`src/rtl/htd_pkg.sv`:
```
// ----------------------------------------------------------------------------
// htd_pkg
// Types, constants and codes shared by the Huffman tree decoder modules
// ----------------------------------------------------------------------------
`timescale 1ns / 1ps

package htd_pkg;

  // field widths
  localparam int IDX_W  = 9;
  localparam int SYM_W  = 8;
  localparam int BYTE_W = 8;
  localparam int BITS_W = 4;

  // bits per compressed byte and the first bit taken
  localparam logic [BITS_W-1:0] BYTE_BITS = 4'd8;
  localparam int                TOP_BIT   = 7;

  // default node table depth
  localparam int NODE_COUNT_DEF = 512;

  // item operation codes
  localparam logic OP_WRITE  = 1'b0;
  localparam logic OP_DECODE = 1'b1;

  // configuration register index, taken from paddr[2]
  localparam logic REG_ROOT = 1'b0;

  // one node table entry: leaf flag, symbol, left child, right child
  typedef struct packed {
    logic             leaf;
    logic [SYM_W-1:0] sym;
    logic [IDX_W-1:0] left;
    logic [IDX_W-1:0] right;
  } node_t;

  // node table access, one port: a write or a read per cycle
  typedef struct packed {
    logic             wr;
    logic             rd;
    logic [IDX_W-1:0] addr;
    node_t            wdata;
  } mem_req_t;

  // walker to output stage: a decoded symbol or the close of a byte
  typedef struct packed {
    logic             push;
    logic             close;
    logic [SYM_W-1:0] sym;
  } emit_t;

  // walker sequencer states
  typedef enum logic [2:0] {
    ST_IDLE,
    ST_FETCH,
    ST_EVAL,
    ST_CHILD,
    ST_FLUSH
  } htd_state_t;

endpackage

```
`src/rtl/htd_out_stage.sv`:
```
// ----------------------------------------------------------------------------
// htd_out_stage
// Holds one symbol until its last-of-byte flag is known, then registers it
// ----------------------------------------------------------------------------
`timescale 1ns / 1ps

module htd_out_stage
  import htd_pkg::*;
(
  input  logic             clk,
  input  logic             rst_n,
  input  emit_t            emit,
  output logic             emit_ready,
  output logic             out_valid,
  input  logic             out_stall,
  output logic [SYM_W-1:0] out_symbol,
  output logic             out_last_of_byte
);

  logic             pend_valid_r, pend_valid_nxt;
  logic [SYM_W-1:0] pend_sym_r, pend_sym_nxt;
  logic             out_valid_r, out_valid_nxt;
  logic [SYM_W-1:0] out_sym_r, out_sym_nxt;
  logic             out_last_r, out_last_nxt;
  logic             out_free;
  logic             move;

  assign out_free = !out_valid_r || !out_stall;
  assign move     = pend_valid_r && (emit.push || emit.close) && out_free;

  // a held symbol must move out before the walker goes on
  assign emit_ready = !pend_valid_r || out_free;

  // control state
  always_ff @(posedge clk) begin
    if (!rst_n) begin
      pend_valid_r <= 1'b0;
      out_valid_r  <= 1'b0;
    end else begin
      pend_valid_r <= pend_valid_nxt;
      out_valid_r  <= out_valid_nxt;
    end
  end

  // payload
  always_ff @(posedge clk) begin
    pend_sym_r <= pend_sym_nxt;
    out_sym_r  <= out_sym_nxt;
    out_last_r <= out_last_nxt;
  end

  // next values of the holding and output registers
  always_comb begin
    pend_valid_nxt = pend_valid_r;
    pend_sym_nxt   = pend_sym_r;
    out_valid_nxt  = out_valid_r;
    out_sym_nxt    = out_sym_r;
    out_last_nxt   = out_last_r;

    if (move) begin
      out_valid_nxt = 1'b1;
      out_sym_nxt   = pend_sym_r;
      out_last_nxt  = emit.close;
    end else if (out_valid_r && !out_stall) begin
      out_valid_nxt = 1'b0;
    end

    if (emit.push && emit_ready) begin
      pend_valid_nxt = 1'b1;
      pend_sym_nxt   = emit.sym;
    end else if (emit.close && emit_ready) begin
      pend_valid_nxt = 1'b0;
    end
  end

  assign out_valid        = out_valid_r;
  assign out_symbol       = out_sym_r;
  assign out_last_of_byte = out_last_r;

endmodule

```
`config.mk`:
```
export PLATFORM = sky130hd
export DESIGN_NAME = htd_out_stage
export DESIGN_NICKNAME = d
export VERILOG_FILES = /design/src/rtl/htd_pkg.sv /design/src/rtl/htd_out_stage.sv
export SDC_FILE = /design/constraint.sdc
export NUM_CORES = 1
export LEC_CHECK = 0
export BUFFER_PORTS_ARGS = -buffer_cell sky130_fd_sc_hd__clkbuf_2
export CAP_MARGIN = 10
export CORE_MARGIN = 8
export CORE_UTILIZATION = 39
export CTS_CLUSTER_SIZE = 40
export DETAILED_ROUTE_END_ITERATION = 6
export MAX_ROUTING_LAYER = met4
export PLACE_DENSITY_LB_ADDON = 0.3
export SLEW_MARGIN = 10
export SYNTH_ARGS = -nofsm -noshare
export SYNTH_HDL_FRONTEND = slang
export SYNTH_SLANG_ARGS = --single-unit
export TNS_END_PERCENT = 20
```
`constraint.sdc`:
```
create_clock -name clk -period 1.2 [get_ports clk]
set_input_delay 0.12 -clock clk [delete_from_list [all_inputs] [get_ports clk]]
set_output_delay 0.12 -clock clk [all_outputs]
set_load 0.005 [all_outputs]
```
==> metrics.txt <==
status=complete, no violations; sequential share of the synthesized area=0.921; top cell type by total area after synthesis=edfxtp_1; Post-CTS Hold Fix Bufs=6; setup tns final=0 ns; crit path max-delay cell type=and2_1; CTS clock-pin slew for the worst setup and hold paths=0.10 ns; drt pass-1 iters=2; top-area cell type share of the netlist area=0.854; Most Crowded Layer GR=met2; Total Power=1.17 mW; worst rel slew slack=0.753; Leakage=0.347 nW; postcts setup bufs=0; syn_nets=41; first-pass GRT wire length=1.46 mm; Cells after Synth=28; DRT iter0 DRCs=6; worst hold start=emit[8]; Slew @ Worst Pin=0.371 ns; RD Place Congestion=0.589; drt total wl=1.01 mm; Core Util, Final=0.587; CP required=1.15 ns; met2 GRT Util=0.110; pin count of the biggest net entering global routing=11; fin nets=78; Worst R2R Start=out_valid; Vias=363; DR vias/cell=4.54; most common cell after layout, fill and taps aside=clkbuf_2; commonest non-fill, non-tap cells in the layout=clkbuf_2, edfxtp_1, dlygate4sd3_1; synth top area cells=edfxtp_1, dfxtp_1, a21boi_1, a31oi_1, and2_1; die width=55.2 um; fmax=882 MHz; worst-path maximum fanout=8; Clock power frac=0.262; Setup WS pre-CTS=0.0693 ns; Residual DRC=0; worst clock skew=0.00585 ns; PwrDens=1350 mW/mm^2; vias in the first global route=395; Final setup viols=0; synth warn=0; Worst Path Class, Setup=reg -> reg; initial core utilization=0.406; CP cell instances=nand3_1, and2_1; # resized after CTS=0; GRT Total Usage=0.0719; crit end category=flop; Root Buffer=clkbuf_4; initial antenna violation count=0; maximum VDD drop=888 uV; synthesized flop and latch total=19; Avg WL per Cell=12.6 um; max cap viols=0; port bufs=23; die area=0.00304 sq mm; # fillers=124; min Tclk post-route=1.13 ns; GRT met1 Usage=0.0710; total global routing overflow=0; Layout Area Growth over Synthesis=44.4%; met3 Resource Use GR=0.0348; CP peak stage delay=0.36 ns; antenna-violating nets left=0; Ant. Diodes=0; TritonCTS clock tree=built; crit path launch=out_valid; DIE HEIGHT=55.2 um; share of layout cells above drive strength 1=0.438; core area=0.00147 sq mm; TritonCTS Buffers=3; unique cell type count in the Yosys netlist=11; Combinational Power Share=0.078; final worst path period share=0.945; Hold Fails Final Rpt=0; RSZ-0062 raised after global routing=no; Hold Path Class=in -> reg; Post-Syn Area per Cell=21.4 sq um; final setup margin=0.0659 ns; startpoint types=flop; CTS sink cnt=19; Worst Path Arrival=1.09 ns; max-slew violations=0; clock buffer depth=2; switching share of power=0.193; Worst-Skew Late Latency=0.29 ns; CTS H-Tree Depth=1; Pint=0.942 mW; Post-Syn Area=598 sq um; IO Count=24; Reg power frac=0.660; Core Rows=14; Psw=0.225 mW
-- per-stage QoR --
stage / area (sq um) / hold slack [ns] / std cells
after floorplan: 602 / 0.219 / 28
after global placement: 757 / 0.298 / 68
after detailed placement: 757 / 0.299 / 68
after CTS: 843 / 0.00180 / 78
after global routing: 863 / 0.0391 / 80
final: 863 / 0.0494 / 80
-- worst max-delay path: cells and delay by family (launching register included) --
kind	cells	cell delay, ns
flip-flops	1	0.35
AND/OR/NAND/NOR	2	0.46
-- final cells by class --
| type | count | area [sq um] | area share |
|---|---|---|---|
| sequential | 19 | 551 | 0.638 |
| timing repair buffer | 32 | 215 | 0.249 |
| multi-input combinational | 8 | 47.5 | 0.0551 |
| clock buffer | 4 | 26.3 | 0.0304 |
| tap | 16 | 20.0 | 0.0232 |
| inverter | 1 | 3.75 | 0.00435 |
-- kinds of logic (layout without fill, tap and decap cells) --
| family | Yosys count | after routing | share of synthesized area |
|---|---|---|---|
| buffers and inverters | 1 | 37 | 0.00627 |
| AO/OA/AOI/OAI | 5 | 5 | 0.0481 |
| AND/OR/NAND/NOR | 3 | 3 | 0.0251 |
| flip-flops | 19 | 19 | 0.921 |
-- synth_stat cells --
cell type,count
a21oi_1,1
edfxtp_1,17
dfxtp_1,2
inv_1,1
a31oi_1,1
and2_1,1
o21ai_0,1
o21ai_1,1
nand2_1,1
nand3_1,1
a21boi_1,1
-- power by group through the flow --
stage / logic (mW) / registers, mW / clock network, mW
floorplan: 0.0182 / 0.785 / 0
global placement: 0.0715 / 0.784 / 0
detailed placement: 0.0724 / 0.786 / 0
CTS: 0.0879 / 0.770 / 0.315
global route: 0.100 / 0.773 / 0.339
finish: 0.0914 / 0.770 / 0.306
-- routing by layer --
layer	vias up	routed length, um
met3	0	109
met1	163	425
met5	-	0
li1	179	-
met2	21	475
met4	0	0
-- flip-flops by register name, indices dropped and copies added, names as in the netlist --
register and cells:
pend_valid_r 1, out_last_of_byte 1, out_symbol 8, out_valid 1, pend_sym_r 8
-- final timing paths --
path	end	slack, ns	cells past startpoint
setup / recovery	pend_sym_r[0]	0.07	2
hold / removal	out_last_of_byte	0.05	1
setup reg to reg	pend_sym_r[0]	0.07	2
hold reg to reg	out_symbol[3]	0.43	0
Note: power is estimated with default switching activity, not from simulation.
