==> config.mk <==
export PLATFORM = sky130hd
export DESIGN_NAME = htd_walker
export DESIGN_NICKNAME = d
export VERILOG_FILES = /design/src/rtl/htd_pkg.sv /design/src/rtl/htd_walker.sv
export SDC_FILE = /design/constraint.sdc
export NUM_CORES = 1
export LEC_CHECK = 0
export BUFFER_PORTS_ARGS = -buffer_cell sky130_fd_sc_hd__buf_2
export CAP_MARGIN = 20
export CORE_MARGIN = 4
export CORE_UTILIZATION = 40
export CTS_CLUSTER_DIAMETER = 150
export DETAILED_ROUTE_END_ITERATION = 8
export GPL_TIMING_DRIVEN = 0
export MAX_ROUTING_LAYER = met4
export PLACE_DENSITY = 0.77
export SLEW_MARGIN = 10
export SYNTH_ARGS = -nofsm -noshare
export SYNTH_HDL_FRONTEND = slang
export SYNTH_SLANG_ARGS = --single-unit
==> constraint.sdc <==
create_clock -name clk -period 3.5 [get_ports clk]
set_input_delay 0.35 -clock clk [delete_from_list [all_inputs] [get_ports clk]]
set_output_delay 0.35 -clock clk [all_outputs]
set_load 0.02 [all_outputs]
==> src/rtl/htd_pkg.sv <==
// ----------------------------------------------------------------------------
// htd_pkg
// Types, constants and codes shared by the Huffman tree decoder modules
// ----------------------------------------------------------------------------
`timescale 1ns / 1ps

package htd_pkg;

  // field widths
  localparam int IDX_W  = 9;
  localparam int SYM_W  = 8;
  localparam int BYTE_W = 8;
  localparam int BITS_W = 4;

  // bits per compressed byte and the first bit taken
  localparam logic [BITS_W-1:0] BYTE_BITS = 4'd8;
  localparam int                TOP_BIT   = 7;

  // default node table depth
  localparam int NODE_COUNT_DEF = 512;

  // item operation codes
  localparam logic OP_WRITE  = 1'b0;
  localparam logic OP_DECODE = 1'b1;

  // configuration register index, taken from paddr[2]
  localparam logic REG_ROOT = 1'b0;

  // one node table entry: leaf flag, symbol, left child, right child
  typedef struct packed {
    logic             leaf;
    logic [SYM_W-1:0] sym;
    logic [IDX_W-1:0] left;
    logic [IDX_W-1:0] right;
  } node_t;

  // node table access, one port: a write or a read per cycle
  typedef struct packed {
    logic             wr;
    logic             rd;
    logic [IDX_W-1:0] addr;
    node_t            wdata;
  } mem_req_t;

  // walker to output stage: a decoded symbol or the close of a byte
  typedef struct packed {
    logic             push;
    logic             close;
    logic [SYM_W-1:0] sym;
  } emit_t;

  // walker sequencer states
  typedef enum logic [2:0] {
    ST_IDLE,
    ST_FETCH,
    ST_EVAL,
    ST_CHILD,
    ST_FLUSH
  } htd_state_t;

endpackage

==> src/rtl/htd_walker.sv <==
// ----------------------------------------------------------------------------
// htd_walker
// Tree walk sequencer: takes items, walks the node table bit by bit
// ----------------------------------------------------------------------------
`timescale 1ns / 1ps

module htd_walker
  import htd_pkg::*;
(
  input  logic              clk,
  input  logic              rst_n,
  input  logic              in_valid,
  output logic              in_stall,
  input  logic              in_op,
  input  logic [IDX_W-1:0]  in_node_index,
  input  logic              in_node_is_leaf,
  input  logic [SYM_W-1:0]  in_node_symbol,
  input  logic [IDX_W-1:0]  in_left_child,
  input  logic [IDX_W-1:0]  in_right_child,
  input  logic [BYTE_W-1:0] in_data_byte,
  input  logic [BITS_W-1:0] in_valid_bits,
  input  logic              in_end_of_stream,
  input  logic [IDX_W-1:0]  root,
  output mem_req_t          mem_req,
  input  node_t             mem_rdata,
  output emit_t             emit,
  input  logic              emit_ready
);

  htd_state_t          state_r, state_nxt;
  logic [IDX_W-1:0]    wp_r, wp_nxt;
  node_t               cur_r, cur_nxt;
  logic                cur_ok_r, cur_ok_nxt;
  logic [BYTE_W-1:0]   byte_r, byte_nxt;
  logic [BITS_W-1:0]   bits_r, bits_nxt;
  logic                eos_r, eos_nxt;
  node_t               ent;
  logic                bit_now;
  logic                more_bits;

  // entry under the pointer: cached copy in EVAL, fresh read otherwise
  assign ent       = (state_r == ST_EVAL) ? cur_r : mem_rdata;
  assign bit_now   = byte_r[TOP_BIT];
  assign more_bits = (bits_r > 4'd1);
  assign in_stall  = (state_r != ST_IDLE);

  // control state
  always_ff @(posedge clk) begin
    if (!rst_n) begin
      state_r  <= ST_IDLE;
      wp_r     <= '0;
      cur_ok_r <= 1'b0;
    end else begin
      state_r  <= state_nxt;
      wp_r     <= wp_nxt;
      cur_ok_r <= cur_ok_nxt;
    end
  end

  // byte under decode and cached entry
  always_ff @(posedge clk) begin
    cur_r  <= cur_nxt;
    byte_r <= byte_nxt;
    bits_r <= bits_nxt;
    eos_r  <= eos_nxt;
  end

  // next state, table accesses and symbol hand-off
  always_comb begin
    state_nxt  = state_r;
    wp_nxt     = wp_r;
    cur_nxt    = cur_r;
    cur_ok_nxt = cur_ok_r;
    byte_nxt   = byte_r;
    bits_nxt   = bits_r;
    eos_nxt    = eos_r;
    mem_req    = '0;
    emit       = '0;

    unique case (state_r)
      ST_IDLE: begin
        if (in_valid) begin
          if (in_op == OP_WRITE) begin
            // node write, drop the cached entry
            mem_req.wr          = 1'b1;
            mem_req.addr        = in_node_index;
            mem_req.wdata.leaf  = in_node_is_leaf;
            mem_req.wdata.sym   = in_node_symbol;
            mem_req.wdata.left  = in_left_child;
            mem_req.wdata.right = in_right_child;
            cur_ok_nxt          = 1'b0;
          end else begin
            byte_nxt = in_data_byte;
            bits_nxt = (in_valid_bits > BYTE_BITS) ? BYTE_BITS : in_valid_bits;
            eos_nxt  = in_end_of_stream;
            if (in_valid_bits == '0) begin
              state_nxt = ST_FLUSH;
            end else if (cur_ok_r) begin
              state_nxt = ST_EVAL;
            end else begin
              mem_req.rd   = 1'b1;
              mem_req.addr = wp_r;
              state_nxt    = ST_FETCH;
            end
          end
        end
      end

      ST_FETCH, ST_EVAL: begin
        if (ent.leaf) begin
          // pointer stands on a leaf: emit it and take the bit
          emit.push = 1'b1;
          emit.sym  = ent.sym;
          if (emit_ready) begin
            byte_nxt   = byte_r << 1;
            bits_nxt   = bits_r - 4'd1;
            wp_nxt     = root;
            cur_ok_nxt = 1'b0;
            if (more_bits) begin
              mem_req.rd   = 1'b1;
              mem_req.addr = root;
              state_nxt    = ST_FETCH;
            end else begin
              state_nxt = ST_FLUSH;
            end
          end
        end else begin
          // step to the child chosen by the bit
          mem_req.rd   = 1'b1;
          mem_req.addr = bit_now ? ent.right : ent.left;
          wp_nxt       = mem_req.addr;
          cur_ok_nxt   = 1'b0;
          state_nxt    = ST_CHILD;
        end
      end

      ST_CHILD: begin
        if (mem_rdata.leaf) begin
          // landed on a leaf: emit and return to the root
          emit.push = 1'b1;
          emit.sym  = mem_rdata.sym;
          if (emit_ready) begin
            byte_nxt = byte_r << 1;
            bits_nxt = bits_r - 4'd1;
            wp_nxt   = root;
            if (more_bits) begin
              mem_req.rd   = 1'b1;
              mem_req.addr = root;
              state_nxt    = ST_FETCH;
            end else begin
              state_nxt = ST_FLUSH;
            end
          end
        end else begin
          // internal node: keep it as the cached entry
          byte_nxt   = byte_r << 1;
          bits_nxt   = bits_r - 4'd1;
          cur_nxt    = mem_rdata;
          cur_ok_nxt = 1'b1;
          state_nxt  = more_bits ? ST_EVAL : ST_FLUSH;
        end
      end

      ST_FLUSH: begin
        // mark the last symbol of the byte, apply end of stream
        emit.close = 1'b1;
        if (emit_ready) begin
          if (eos_r) begin
            wp_nxt     = root;
            cur_ok_nxt = 1'b0;
          end
          state_nxt = ST_IDLE;
        end
      end

      default: begin
        state_nxt = ST_IDLE;
      end
    endcase
  end

endmodule

==> flow_summary.json, run 1 <==
{
  "place_area_sq_mm": 0.00379,
  "synth_fp_nets": 408,
  "path_cells": "inv_1 > ha_1 > nor2_1 > or3_1 > nand4_1 > o2111ai_1 > buf_2",
  "post-route-util_pct": 53.5,
  "rsz0062_at_grt": "no",
  "fin_skew_ns": 0.00499,
  "fin_area_sq_mm": 0.00388,
  "grt_pass1_vias": 2827,
  "cts_resized": 0,
  "cts_tree": "built",
  "antenna_found_initial": 0,
  "hold_path.class": "input pin to register",
  "io_pins": 139,
  "cts.reportedPaths.clkPinSlew_ns": 0.09,
  "crit_family": "simple AND/OR/NAND/NOR gates",
  "grt_max_degree": 23,
  "worstPathRequired_ns": 3.15,
  "wl_per_cell_um": 16.0,
  "die_area_sq_mm": 0.00889,
  "cts_buffer_depth": 2,
  "antenna_cells": 0,
  "yosysTopAreaCellShare_pct": 31.3,
  "clock-root-buffer": "clkbuf_8",
  "grt_pass1_wl_um": 13500,
  "fin_setup_tns_ns": 0,
  "ctsHoldBuffers": 0,
  "dr.pass1.iters": 5,
  "cts_max_level": 2,
  "finalHoldViolCount": 0,
  "netlist_area_sq_mm": 0.00298,
  "drv_cap": 0,
  "gr-total-overflow": 0,
  "synth_edf_count": 31,
  "ys_top_cells_by_count": "nand2_1, edfxtp_1, and2_1",
  "syn_to_final_growth_pct": 30.4,
  "slowest_delay_ns": 0.44,
  "startpoint_type": "register",
  "io_buffer_count": 137,
  "ys_ff_latch": 44,
  "via_count": 3103,
  "coreArea_sq_mm": 0.00725,
  "synth.most_common_cell": "nand2_1",
  "maxSlewViolCount": 0,
  "cp_max_fo": 9,
  "syn_avg_cell_area_sq_um": 9.42,
  "p_leak_nw": 1.78,
  "cp_num_buf_inv": 2,
  "clock-sinks": 44,
  "ir_drop_v": 0.000226,
  "critPathSlowestCell": "o2111ai_1",
  "end_kind": "output pin",
  "ys_warn_count": 0,
  "layout-drive-gt1-share_pct": 38.7,
  "hpwl_um": 6990,
  "fmax_mhz": 359,
  "clock_latency_ns": 0.30,
  "ant_nets": 0,
  "die_w_um": 94.3,
  "die_h_um": 94.3,
  "fin_nets": 553,
  "fillers": 686,
  "async_flop_share_pct": 0,
  "worstMarginPinSlew_ns": 0.966,
  "status": "completed",
  "r2r_slack_ns": 1.27,
  "arrival_ns": 2.44,
  "grtUsageTotal_pct": 19.7,
  "synthCells": 316,
  "slew-limit-headroom_pct": 35.6,
  "min_period_ns": 2.79,
  "setup_violations": 0,
  "period_share_pct": 79.6,
  "synthTopCellsByArea": "edfxtp_1, dfxtp_1, and2_1",
  "postCtsSetupRepairBufs": 0,
  "first_iter_violations": 295,
  "yosysSeqAreaShare_pct": 40.0,
  "place_congestion": 0.889,
  "yosysTopAreaCell": "edfxtp_1",
  "p_per_area_mw_per_mm2": 395,
  "initial_core_util_pct": 41.1,
  "synth_cell_types": 58,
  "via_per_inst": 5.53,
  "drt-total-wl_um": 8980,
  "cts-buffers-inserted": 5,
  "ys.flop_type": "edfxtp_1",
  "placementRows": 31,
  "criticalPathCategory": "register to output pin",
  "drc": 0
}
-- registers in the layout (all words and copies together) (netlist names) --
register / cells
bits_r: 4
wp_r: 9
cur_ok_r: 1
eos_r: 1
state_r: 3
cur_r: 18
byte_r: 8
-- final timing paths --
kind / from / end / cells after the start
worst min-delay path: in_end_of_stream / eos_r / 1
worst max-delay path: bits_r[0] / mem_req[28] / 7
worst max register to register: state_r[2] / byte_r[1] / 6
worst min register to register: wp_r[8] / wp_r[8] / 2
-- power by group --
part	internal (mW)	switching (mW)
combinational	0.226	0.325
clock	0.142	0.184
sequential	0.622	0.0356
-- per-layer routing --
layer / up-vias / GRT usage, % / share of wire, %
li1: 1484 / - / -
met1: 1426 / 25.1 / 41
met2: 172 / 31.9 / 46
met3: 21 / 4.01 / 10
met4: 0 / 5.42 / 2.1
met5: - / - / 0
-- through the flow --
step                      power (mW)  hold slack, ns  setup slack [ns]  instances
after floorplan                 1.03           0.449              1.52        316
after global placement          1.20           0.487              1.11        552
after detailed placement        1.21           0.503              1.09        552
after CTS                       1.54           0.221             0.761        560
after global routing            1.62           0.220             0.581        561
final                           1.54           0.222             0.713        561
-- cell families after synthesis --
family | after synthesis | synth area share [%]
buf+inv | 38 | 5.88
mux | 10 | 7.77
fa+ha+maj | 2 | 0.840
flops | 44 | 40.0
compound gates | 95 | 21.7
simple gates | 127 | 23.8
-- cell usage in the layout, fill, tap and decap left out, types with 8 or more instances in the layout --
| cell type | instances |
|---|---|
| a22oi_1 | 8 |
| a31oi_1 | 19 |
| and2_1 | 29 |
| and3_1 | 10 |
| buf_2 | 148 |
| clkbuf_1 | 8 |
| dfxtp_1 | 13 |
| edfxtp_1 | 31 |
| inv_1 | 14 |
| nand2_1 | 41 |
| nand3_1 | 13 |
| o2111ai_1 | 9 |
| o21ai_0 | 28 |
-- layout make-up --
type	instances	area [sq um]	area share [%]
plain buffers	24	123	3.16
clock buffers	6	72.6	1.87
clock inverters	2	16.3	0.419
inverters	14	52.6	1.35
multi-input cells	234	1610	41.5
flip-flops and latches	44	1190	30.7
well taps	99	124	3.19
repair buffers	138	693	17.8
(Power assumes the default switching activity.)
==> run 2, diff against run 1 <==
Settings changed: PLACE_DENSITY 0.77 to 0.8.
Clock period 3.5 ns to 2.3 ns, I/O delays scaled along.
==> run 2 against run 1 <==
Cell area grew 7.4%. Setup slack got worse by 0.70 ns. Cell count up 2.0%. Clock skew up 0.0010 ns. Core utilization up 4.0 points. Flip-flop and latch count is the same. Critical path depth unchanged. Via count is 4.2% higher. Count of clock-buffer cells in the layout down 1. Total power is 65% higher. Largest power group unchanged.
==> flow_summary.json, run 2 (same netlist as run 1, synthesis figures left out) <==
{
  "timing.rr.start": "state_r[2]",
  "largest_reg_flops": 18,
  "pre_cts_ws_ns": -0.0538,
  "critPathLaunch": "state_r[0]",
  "rsz0062_at_grt": "yes",
  "first_iter_violations": 425,
  "period_share_pct": 99.6,
  "layout_common_cells": "buf_2, nand2_1, edfxtp_1, and2_1, o21ai_0",
  "final_common_cell": "buf_2",
  "clock-sinks": 44,
  "worstPathRequired_ns": 2.07,
  "fin_nets": 564,
  "finalHoldViolCount": 0,
  "coreArea_sq_mm": 0.00725,
  "end_kind": "output pin",
  "top_register": "cur_r",
  "grtUsageTotal_pct": 21.0,
  "gr-total-overflow": 0,
  "cts-buffers-inserted": 5,
  "drt-total-wl_um": 9680,
  "grt_max_degree": 23,
  "power.total_mw": 2.53,
  "cts.reportedPaths.clkPinSlew_ns": 0.10,
  "drv_cap": 0,
  "p_leak_nw": 1.90,
  "worstMarginPinSlew_ns": 0.882,
  "via_per_inst": 5.65,
  "placementRows": 31,
  "clock-root-buffer": "clkbuf_8",
  "cts_max_level": 2,
  "syn_to_final_growth_pct": 40.1,
  "slew-limit-headroom_pct": 40.7,
  "hold_path.class": "input pin to register",
  "grt_pass1_vias": 3026,
  "fmax_mhz": 437,
  "grt_pass1_wl_um": 14300,
  "die_area_sq_mm": 0.00889,
  "via_count": 3232,
  "cts_buffer_depth": 2,
  "layout-drive-gt1-share_pct": 45.9,
  "cts_tree": "built",
  "hpwl_um": 6870,
  "die_h_um": 94.3,
  "io_buffer_count": 137,
  "initial_core_util_pct": 41.1,
  "p_per_area_mw_per_mm2": 608,
  "fillers": 656,
  "min_from": "in_end_of_stream",
  "place_congestion": 0.870,
  "hold_ws_ns": 0.0958,
  "maxSlewViolCount": 0,
  "clock_latency_ns": 0.31,
  "cp_max_fo": 5,
  "criticalPathCategory": "register to output pin",
  "antenna_cells": 0,
  "dr.pass1.iters": 5,
  "antenna_found_initial": 0,
  "wl_per_cell_um": 16.9,
  "status": "completed",
  "ir_drop_v": 0.000325,
  "drc": 0,
  "setup_violations": 0,
  "die_w_um": 94.3,
  "reg.largest.list": "cur_r x18, wp_r x9, byte_r x8",
  "fin_skew_ns": 0.00601,
  "io_pins": 139,
  "min_period_ns": 2.29,
  "ant_nets": 0,
  "ctsHoldBuffers": 0,
  "startpoint_type": "register",
  "fin_ws_ns": 0.00982,
  "arrival_ns": 2.06
}
run 2: changes by cell type in the layout (fill, tap and decap cells not counted), sizes merged:
| cell | before | now |
|---|---|---|
| inv | 14 | 16 |
| buf | 155 | 165 |
| clkinv | 1 | 0 |
run 2: worst paths after layout:
| kind | to | slack [ns] | cells after the start |
|---|---|---|---|
| worst max-delay path | mem_req[35] | 0.01 | 7 |
| worst min-delay path | eos_r | 0.1 | 1 |
| worst max register to register | bits_r[1] | 0.23 | 6 |
| worst min register to register | wp_r[8] | 0.54 | 2 |
run 2: critical path, cell delays in order, from the launching register on:
cell and delay [ns]:
dfxtp_2 0.33, or3_1 0.37, buf_6 0.14, nor4_4 0.39
buf_6 0.20, nand2_2 0.07, o2111ai_1 0.07, buf_4 0.17
run 2: per-layer routing:
metal | vias to the layer above | global-route usage [%] | part of all wire, %
met1 | 1486 | 24.9 | 39
met4 | 0 | 6.14 | 1.9
li1 | 1504 | - | -
met3 | 30 | 4.01 | 11
met5 | - | - | 0
met2 | 212 | 36.1 | 49
run 2: area by class of cell:
type / instances / area [sq um] / share of cell area [%]
buffer: 24 / 140 / 3.36
tap: 99 / 124 / 2.97
inverter: 14 / 52.6 / 1.26
clock inverter: 3 / 25.0 / 0.600
clock buffer: 5 / 68.8 / 1.65
multi-input combinational: 234 / 1720 / 41.3
timing repair buffer: 149 / 846 / 20.3
sequential: 44 / 1190 / 28.6
run 2: per-stage QoR:
stage	instance area [sq um]	setup TNS, ns	utilization (%)	instances
3_3_place_gp	3790	0	52.2	552
2_1_floorplan	2980	0	-	316
6_report	4170	0	57.5	572
3_5_place_dp	3790	-0.121	52.2	552
5_1_grt	4170	-0.370	57.5	572
4_1_cts	4010	0	55.3	568
run 2: power by group:
group	internal, mW	switching [mW]
registers	0.949	0.0604
clock network	0.222	0.319
logic	0.441	0.544
total	1.61	0.923
run 2: timing repair:
item / CTS / global route
endpoints found under the setup margin: 41 / 9
gates cloned: 2 / 0
buffers inserted: 6 / 4
pin swaps: 3 / 10
resized for setup: 19 / 41
